--- src/design/shuffled_lehmer_random_generator_core_macros.svh ---
// assertion macros shared by the generator modules
`ifndef SHUFFLED_LEHMER_RANDOM_GENERATOR_CORE_MACROS_SVH
`define SHUFFLED_LEHMER_RANDOM_GENERATOR_CORE_MACROS_SVH

// same-cycle implication, clocked on i_clk, off during reset
`define SLRG_ASSERT_IMPL(lbl, ante, cons) \
    lbl: assert property (@(posedge i_clk) disable iff (!i_rst_n) (ante) |-> (cons)) \
        else $error("slrg assertion failed");

// next-cycle implication, clocked on i_clk, off during reset
`define SLRG_ASSERT_NEXT(lbl, ante, cons) \
    lbl: assert property (@(posedge i_clk) disable iff (!i_rst_n) (ante) |=> (cons)) \
        else $error("slrg assertion failed");

`endif

--- src/design/slrg_pkg.sv ---
// shared constants and controller/datapath interface types for the generator
package slrg_pkg;

    // generator value and table geometry
    localparam int VAL_W       = 31;
    localparam int TABLE_DEPTH = 32;
    localparam int IDX_W       = $clog2(TABLE_DEPTH);
    localparam int WARM_STEPS  = TABLE_DEPTH + 8;
    localparam int CNT_W       = $clog2(WARM_STEPS);

    // multiplier and modulus
    localparam int MULT_W = 15;
    localparam int PROD_W = VAL_W + MULT_W;
    localparam logic [MULT_W-1:0] LEHMER_MULT = 15'd16807;
    localparam logic [VAL_W-1:0]  LEHMER_MOD  = 31'h7FFF_FFFF;

    // input word command codes
    localparam logic CMD_DRAW   = 1'b0;
    localparam logic CMD_RESEED = 1'b1;

    // controller to datapath commands
    typedef struct packed {
        logic             load_seed;
        logic             force_one;
        logic             mul;
        logic             warm_step;
        logic             warm_wr;
        logic             warm_last;
        logic [IDX_W-1:0] wr_idx;
        logic             draw_finish;
    } t_dp_cmd;

    // datapath to controller status
    typedef struct packed {
        logic need_warm;
        logic out_free;
    } t_dp_status;

endpackage

--- src/design/shuffled_lehmer_random_generator_core.sv ---
// top level of the shuffled lehmer generator: controller plus datapath
//
//  channel | direction | handshake                  | payload
//  --------+-----------+----------------------------+------------------
//  in      | input     | i_in_valid / o_in_ready    | i_cmd, i_seed
//  out     | output    | o_out_valid / i_out_ready  | o_sample
//
// a reseed word is taken in the idle state; a draw steps through accept, multiply, fold/write
// a draw that needs warm-up first runs 40 steps, each through the one 31x15 multiplier
// and the modulus fold
// the shuffle table is a 32-entry memory, one write and one registered read a cycle
// synchronous active-low reset; the table itself is not cleared
// a full output register holds a draw in its fold/write state; no reseed is taken meanwhile
module shuffled_lehmer_random_generator_core (
    input  logic                        i_clk,
    input  logic                        i_rst_n,
    input  logic                        i_in_valid,
    output logic                        o_in_ready,
    input  logic                        i_cmd,
    input  logic [slrg_pkg::VAL_W-1:0]  i_seed,
    output logic                        o_out_valid,
    input  logic                        i_out_ready,
    output logic [slrg_pkg::VAL_W-1:0]  o_sample
);
    import slrg_pkg::*;

    t_dp_cmd    w_cmd;
    t_dp_status w_status;

    // sequencer
    slrg_ctrl u_ctrl (
        .i_clk      (i_clk),
        .i_rst_n    (i_rst_n),
        .i_in_valid (i_in_valid),
        .i_cmd      (i_cmd),
        .i_status   (w_status),
        .o_in_ready (o_in_ready),
        .o_cmd      (w_cmd)
    );

    // arithmetic and storage
    slrg_dp u_dp (
        .i_clk       (i_clk),
        .i_rst_n     (i_rst_n),
        .i_seed      (i_seed),
        .i_cmd       (w_cmd),
        .o_status    (w_status),
        .i_out_ready (i_out_ready),
        .o_out_valid (o_out_valid),
        .o_sample    (o_sample)
    );

endmodule

--- src/design/slrg_ctrl.sv ---
// controller state machine: sequences warm-up steps and draws
`include "shuffled_lehmer_random_generator_core_macros.svh"

module slrg_ctrl (
    input  logic                  i_clk,
    input  logic                  i_rst_n,
    input  logic                  i_in_valid,
    input  logic                  i_cmd,
    input  slrg_pkg::t_dp_status  i_status,
    output logic                  o_in_ready,
    output slrg_pkg::t_dp_cmd     o_cmd
);
    import slrg_pkg::*;

    localparam logic [2:0] S_IDLE  = 3'd0;
    localparam logic [2:0] S_W_MUL = 3'd1;
    localparam logic [2:0] S_W_RED = 3'd2;
    localparam logic [2:0] S_D_MUL = 3'd3;
    localparam logic [2:0] S_D_RED = 3'd4;

    logic [2:0]       r_state, n_state;
    logic [CNT_W-1:0] r_cnt, n_cnt;
    logic             w_accept;

    // words are taken only between operations
    assign o_in_ready = (r_state == S_IDLE);
    assign w_accept   = i_in_valid && o_in_ready;

    // next state and command decode
    always_comb begin
        n_state = r_state;
        n_cnt   = r_cnt;
        o_cmd   = '0;
        case (r_state)
            S_IDLE: begin
                if (w_accept) begin
                    if (i_cmd == CMD_RESEED) begin
                        o_cmd.load_seed = 1'b1;
                    end else if (i_status.need_warm) begin
                        o_cmd.force_one = 1'b1;
                        n_cnt           = CNT_W'(WARM_STEPS - 1);
                        n_state         = S_W_MUL;
                    end else begin
                        n_state = S_D_MUL;
                    end
                end
            end
            S_W_MUL: begin
                o_cmd.mul = 1'b1;
                n_state   = S_W_RED;
            end
            S_W_RED: begin
                o_cmd.warm_step = 1'b1;
                o_cmd.warm_wr   = (r_cnt < CNT_W'(TABLE_DEPTH));
                o_cmd.wr_idx    = r_cnt[IDX_W-1:0];
                if (r_cnt == '0) begin
                    o_cmd.warm_last = 1'b1;
                    n_state         = S_D_MUL;
                end else begin
                    n_cnt   = r_cnt - 1'b1;
                    n_state = S_W_MUL;
                end
            end
            S_D_MUL: begin
                o_cmd.mul = 1'b1;
                n_state   = S_D_RED;
            end
            S_D_RED: begin
                // hold here while the output register is still occupied
                if (i_status.out_free) begin
                    o_cmd.draw_finish = 1'b1;
                    n_state           = S_IDLE;
                end
            end
            default: begin
                n_state = S_IDLE;
            end
        endcase
    end

    // state registers
    always_ff @(posedge i_clk) begin
        if (!i_rst_n) begin
            r_state <= S_IDLE;
            r_cnt   <= '0;
        end else begin
            r_state <= n_state;
            r_cnt   <= n_cnt;
        end
    end

    // checks
    `SLRG_ASSERT_NEXT(a_warm_last_to_draw, o_cmd.warm_last, r_state == S_D_MUL)
    `SLRG_ASSERT_IMPL(a_cnt_in_range, 1'b1, r_cnt < CNT_W'(WARM_STEPS))
    `SLRG_ASSERT_NEXT(a_warm_start, w_accept && i_cmd == CMD_DRAW && i_status.need_warm, r_state == S_W_MUL)

endmodule

--- src/design/slrg_dp.sv ---
// datapath: generator step, shuffle table memory, held value and output register
`include "shuffled_lehmer_random_generator_core_macros.svh"

module slrg_dp (
    input  logic                          i_clk,
    input  logic                          i_rst_n,
    input  logic [slrg_pkg::VAL_W-1:0]    i_seed,
    input  slrg_pkg::t_dp_cmd             i_cmd,
    output slrg_pkg::t_dp_status          o_status,
    input  logic                          i_out_ready,
    output logic                          o_out_valid,
    output logic [slrg_pkg::VAL_W-1:0]    o_sample
);
    import slrg_pkg::*;

    logic [VAL_W-1:0]  r_gen;
    logic [VAL_W-1:0]  r_held;
    logic              r_needs_init;
    logic [PROD_W-1:0] r_prod;
    logic [VAL_W-1:0]  r_rdata;
    logic [VAL_W-1:0]  r_table [TABLE_DEPTH];
    logic [VAL_W:0]    w_sum;
    logic [VAL_W-1:0]  w_next;
    logic [IDX_W-1:0]  w_j;
    logic [IDX_W-1:0]  w_k;
    logic [VAL_W-1:0]  w_lhs;
    logic [VAL_W-1:0]  w_rhs;
    logic              w_we;
    logic [IDX_W-1:0]  w_waddr;

    // fold the product: 2^31 == 1 modulo 2^31-1, then one conditional subtract
    assign w_sum  = {1'b0, r_prod[VAL_W-1:0]} + (VAL_W+1)'(r_prod[PROD_W-1:VAL_W]);
    assign w_next = (w_sum >= {1'b0, LEHMER_MOD}) ? VAL_W'(w_sum - {1'b0, LEHMER_MOD})
                                                  : w_sum[VAL_W-1:0];

    // table index floor(D*held/(2^31-2+D)): top bits, minus one when the
    // low part falls short of the k*(D-2) correction
    assign w_k   = r_held[VAL_W-1 -: IDX_W];
    assign w_lhs = {r_held[VAL_W-IDX_W-1:0], {IDX_W{1'b0}}};
    assign w_rhs = VAL_W'(w_k) * VAL_W'(TABLE_DEPTH - 2);
    assign w_j   = (w_lhs >= w_rhs) ? w_k : w_k - 1'b1;

    // status to the controller
    assign o_status.need_warm = r_needs_init || (r_held == '0) || (r_gen == '0);
    assign o_status.out_free  = !o_out_valid || i_out_ready;

    // multiplier stage
    always_ff @(posedge i_clk) begin
        if (i_cmd.mul) begin
            r_prod <= PROD_W'(r_gen) * PROD_W'(LEHMER_MULT);
        end
    end

    // generator state, held value and init flag
    always_ff @(posedge i_clk) begin
        if (!i_rst_n) begin
            r_gen        <= '0;
            r_held       <= '0;
            r_needs_init <= 1'b1;
        end else begin
            if (i_cmd.load_seed) begin
                r_gen        <= i_seed;
                r_needs_init <= 1'b1;
            end
            if (i_cmd.force_one && r_gen == '0) begin
                r_gen <= VAL_W'(1);
            end
            if (i_cmd.warm_step || i_cmd.draw_finish) begin
                r_gen <= w_next;
            end
            if (i_cmd.warm_last) begin
                r_held       <= w_next;
                r_needs_init <= 1'b0;
            end
            if (i_cmd.draw_finish) begin
                r_held <= r_rdata;
            end
        end
    end

    // shuffle table: one write port, one registered read port at the index
    assign w_we    = i_cmd.warm_wr || i_cmd.draw_finish;
    assign w_waddr = i_cmd.draw_finish ? w_j : i_cmd.wr_idx;

    always_ff @(posedge i_clk) begin
        if (w_we) begin
            r_table[w_waddr] <= w_next;
        end
        r_rdata <= r_table[w_j];
    end

    // output register
    always_ff @(posedge i_clk) begin
        if (!i_rst_n) begin
            o_out_valid <= 1'b0;
        end else if (i_cmd.draw_finish) begin
            o_out_valid <= 1'b1;
        end else if (i_out_ready) begin
            o_out_valid <= 1'b0;
        end
    end

    always_ff @(posedge i_clk) begin
        if (i_cmd.draw_finish) begin
            o_sample <= r_rdata;
        end
    end

    // checks
    `SLRG_ASSERT_IMPL(a_sample_below_mod, o_out_valid, o_sample != LEHMER_MOD)
    `SLRG_ASSERT_IMPL(a_finish_when_free, i_cmd.draw_finish, o_status.out_free)

endmodule
--- config.mk ---
export PLATFORM = sky130hd
export DESIGN_NAME = shuffled_lehmer_random_generator_core
export DESIGN_NICKNAME = d
export VERILOG_FILES = /design/src/design/slrg_pkg.sv /design/src/design/shuffled_lehmer_random_generator_core.sv /design/src/design/slrg_ctrl.sv /design/src/design/slrg_dp.sv
export VERILOG_INCLUDE_DIRS = /design/src /design/src/design
export SDC_FILE = /design/constraint.sdc
export NUM_CORES = 2
export LEC_CHECK = 0
export BUFFER_PORTS_ARGS = -buffer_cell sky130_fd_sc_hd__buf_2
export CAP_MARGIN = 20
export CORE_MARGIN = 5
export CORE_UTILIZATION = 39
export CTS_CLUSTER_DIAMETER = 30
export DETAILED_ROUTE_END_ITERATION = 16
export HOLD_SLACK_MARGIN = 0.02
export SETUP_SLACK_MARGIN = 0.1
export SLEW_MARGIN = 15
export SYNTH_ARGS = -nofsm -noshare
export SYNTH_HDL_FRONTEND = slang
export SYNTH_SLANG_ARGS = --single-unit
--- constraint.sdc ---
create_clock -name i_clk -period 6.5 [get_ports i_clk]
set_clock_uncertainty 0.15 [all_clocks]
set_input_delay 0.975 -clock i_clk [delete_from_list [all_inputs] [get_ports i_clk]]
set_output_delay 0.975 -clock i_clk [all_outputs]
set_load 0.02 [all_outputs]
==> flow_summary.json <==
{
  "status": "finished, final reports clean",
  "maxCapViolations": 0,
  "post_drt_wl_per_cell_um": 23.25,
  "grt_use_total_pct": 20.40,
  "dp.cells": 6319,
  "tightest_slew_ns": 1.055,
  "final_cells": 6780,
  "root_buffer": "clkbuf_16",
  "yosysMostFrequentCell": "edfxtp_1",
  "critPathKind": "flop to flop",
  "endpoint_kind": "flop",
  "synthAdderAreaFrac_pct": 10.50,
  "ys.flop_type": "edfxtp_1",
  "cts_tree": "done",
  "cts_buffer_depth": 3,
  "synth_top_family_by_area": "simple AND/OR/NAND/NOR gates",
  "via_per_inst": 5.451,
  "insertion_delay_ns": 0.83,
  "report.final.slew_viol_count": 0,
  "hpwlAfterDp_um": 99100,
  "clkTransAtPathRegs_ns": 0.05,
  "grt_max_degree": 111,
  "critPathRequiredTime_ns": 7.02,
  "p_sw_mw": 8.881,
  "antenna_found_initial": 5,
  "p_per_area_nw_per_um2": 414.2,
  "core_um2": 141400,
  "crit_path_start_kind": "flop",
  "synthArstFlopShare_pct": 0,
  "dieWidth_um": 387.2,
  "p_leak_nw": 26.01,
  "power_frac_clock_pct": 43.2,
  "syn_area_um2": 55480,
  "hp-class": "flop to flop",
  "clock.fmax_mhz": 163.7,
  "synth_top_area_share_pct": 57.86,
  "drt_iter0_drc": 3446,
  "seq_power_share_pct": 33.5,
  "htree_levels": 4,
  "synthTopCellsByArea": "edfxtp_1, ha_1, fa_1",
  "tns_ns": 0,
  "vias": 36960,
  "first_global_vias": 36330,
  "rsz0062_at_grt": "true",
  "ios": 69,
  "ant_nets": 0,
  "clkSinkCount": 1173,
  "synth_fp_nets": 4785,
  "cts_buffers": 237,
  "area_growth_pct": 23.16,
  "period_share_pct": 93.95,
  "synth_common_cells": "edfxtp_1, nand2_1, nand3_1",
  "place_area_um2": 59920,
  "drive_gt1_share_pct": 16.90,
  "grt-ovfl-total": 0,
  "relSlewSlack_pct": 29.01,
  "hold_viol": 0,
  "final_area_um2": 68330,
  "yosys.area.top_type": "edfxtp_1",
  "drc": 0,
  "num_rows": 138,
  "dieArea_um2": 149900,
  "synth-edff-count": 1069,
  "p_int_mw": 19.42,
  "finalNetCount": 5091,
  "synth_seq_cells": 1173,
  "final_util_pct": 48.32,
  "die_h_um": 387.2,
  "yosys-mux-area-fraction_pct": 3.678,
  "crit_arrival_ns": 6.63,
  "dr.pass1.iters": 6,
  "synth-xor-area-share_pct": 1.211,
  "peakVddDrop_uv": 282.6,
  "port_buffers": 68,
  "synth.distinct_cells": 91,
  "synthSimpleGateAreaFrac_pct": 12.40,
  "setup_violations": 0,
  "combPwrFrac_pct": 23.3,
  "start_util_pct": 39.23,
  "ys_seq_area_share_pct": 61.61,
  "grt_pass1_wl_um": 232300,
  "synthCells": 4368,
  "ys_warn_count": 0,
  "gp_congestion": 0.9011,
  "wl_um": 157600,
  "synth_compound_area_share_pct": 7.092,
  "swShare_pct": 31.38,
  "synth.avg_cell_area_um2": 12.70,
  "crit_fanout": 7,
  "min_period_ns": 6.107
}
final cells by class:
cell class / instances / area, um2
fill: 12210 / 73080
sequential: 1173 / 34180
multi-input combinational: 2696 / 19850
clock buffer: 284 / 6271
timing repair buffer: 279 / 2540
tap: 1890 / 2365
clock inverter: 169 / 2043
inverter: 287 / 1077
antenna: 2 / 5.005
per-stage QoR:
step           power, mW  setup WS, ns  hold slack [ns]
2_1_floorplan      13.56       -0.1681           0.2581
3_3_place_gp       16.04        0.2771           0.3301
3_5_place_dp       16.09        0.2009           0.3366
4_1_cts            28.38        0.1854           0.2883
5_1_grt            29.47       0.02492           0.3317
6_report           28.31        0.3931           0.3408
registers in the layout, summed over array words and instances (netlist names):
signal             count
u_dp.r_rdata          31
u_ctrl.r_state         3
u_dp.r_prod           46
u_dp.o_out_valid       1
u_dp.r_needs_init      1
u_dp.r_held           31
u_dp.r_gen            31
u_ctrl.r_cnt           6
u_dp.r_table         992
u_dp.o_sample         31
power groups by stage:
stage,registers [mW],clock network [mW],logic (mW)
floorplan,9.39,0,4.17
global placement,9.60,0,6.44
detailed placement,9.59,0,6.49
CTS,9.46,12.4,6.56
global route,9.47,12.8,7.25
finish,9.47,12.2,6.61
worst max-delay path: stages, from the launching register on:
cell and delay [ns]:
dfxtp_1 0.32, inv_1 0.12, fa_1 0.55, inv_1 0.04, ha_1 0.26, inv_1 0.05
fa_1 0.47, fa_1 0.50, inv_1 0.06, fa_1 0.52, fa_1 0.50, ha_1 0.37
nand3_1 0.21, nor4b_2 0.33, nor2_1 0.09, a21bo_2 0.23, a211oi_2 0.29, o22ai_2 0.19
or4b_2 0.63, nand3_1 0.13
timing repair:
item,in CTS,in global routing
endpoints found under the setup margin,0,134
buffers inserted,0,4
hold buffers,0,0
resized for setup,0,8
cell usage in the layout, fill, tap and decap left out, drive strengths merged, types with 8 or more instances in the layout:
cell,instances
nand2b,8
o22a,32
nor4,21
xnor2,46
buf,279
fa,141
inv,304
or3,34
nor2,189
a31oi,20
o211ai,14
o32a,31
bufinv,28
o21a,10
mux2i,169
o22ai,14
mux2,31
o21bai,13
dfxtp,104
and3,44
nor2b,10
a21o,38
and4,10
clkinv,85
a211oi,16
nand4,82
o31ai,9
nand3,345
nor3,32
xor2,29
o2111ai,34
clkbuf,284
and2,13
edfxtp,1069
nand2,687
clkinvlp,39
ha,240
o21ai,81
a22oi,86
a21oi,87
layer usage:
metal  up-vias  wire length, um  GRT usage (%)
met2      1440            73290          32.09
met5         -                0              0
li1      16710                -              -
met4         0             4663          7.076
met1     18570            67720          28.21
met3       237            11940          4.289
path summary, 6_finish.rpt:
check	startpoint	endpoint	slack, ns	cells past startpoint
max	u_dp.r_gen[16]	u_dp.r_prod[40]	0.39	19
min	u_dp.r_held[16]	u_dp.r_held[16]	0.34	2
max reg2reg	u_dp.r_gen[16]	u_dp.r_prod[40]	0.39	19
min reg2reg	u_dp.r_held[16]	u_dp.r_held[16]	0.34	2
kinds of logic after synthesis:
family / Yosys count
and+or+nand+nor: 1500
muxes: 200
DFF: 1173
AOI/OAI and AO/OA: 539
buffers and inverters: 500
xor gates and xnor gates: 75
adders and majority gates: 381
Power figures use the tool's default switching activity.
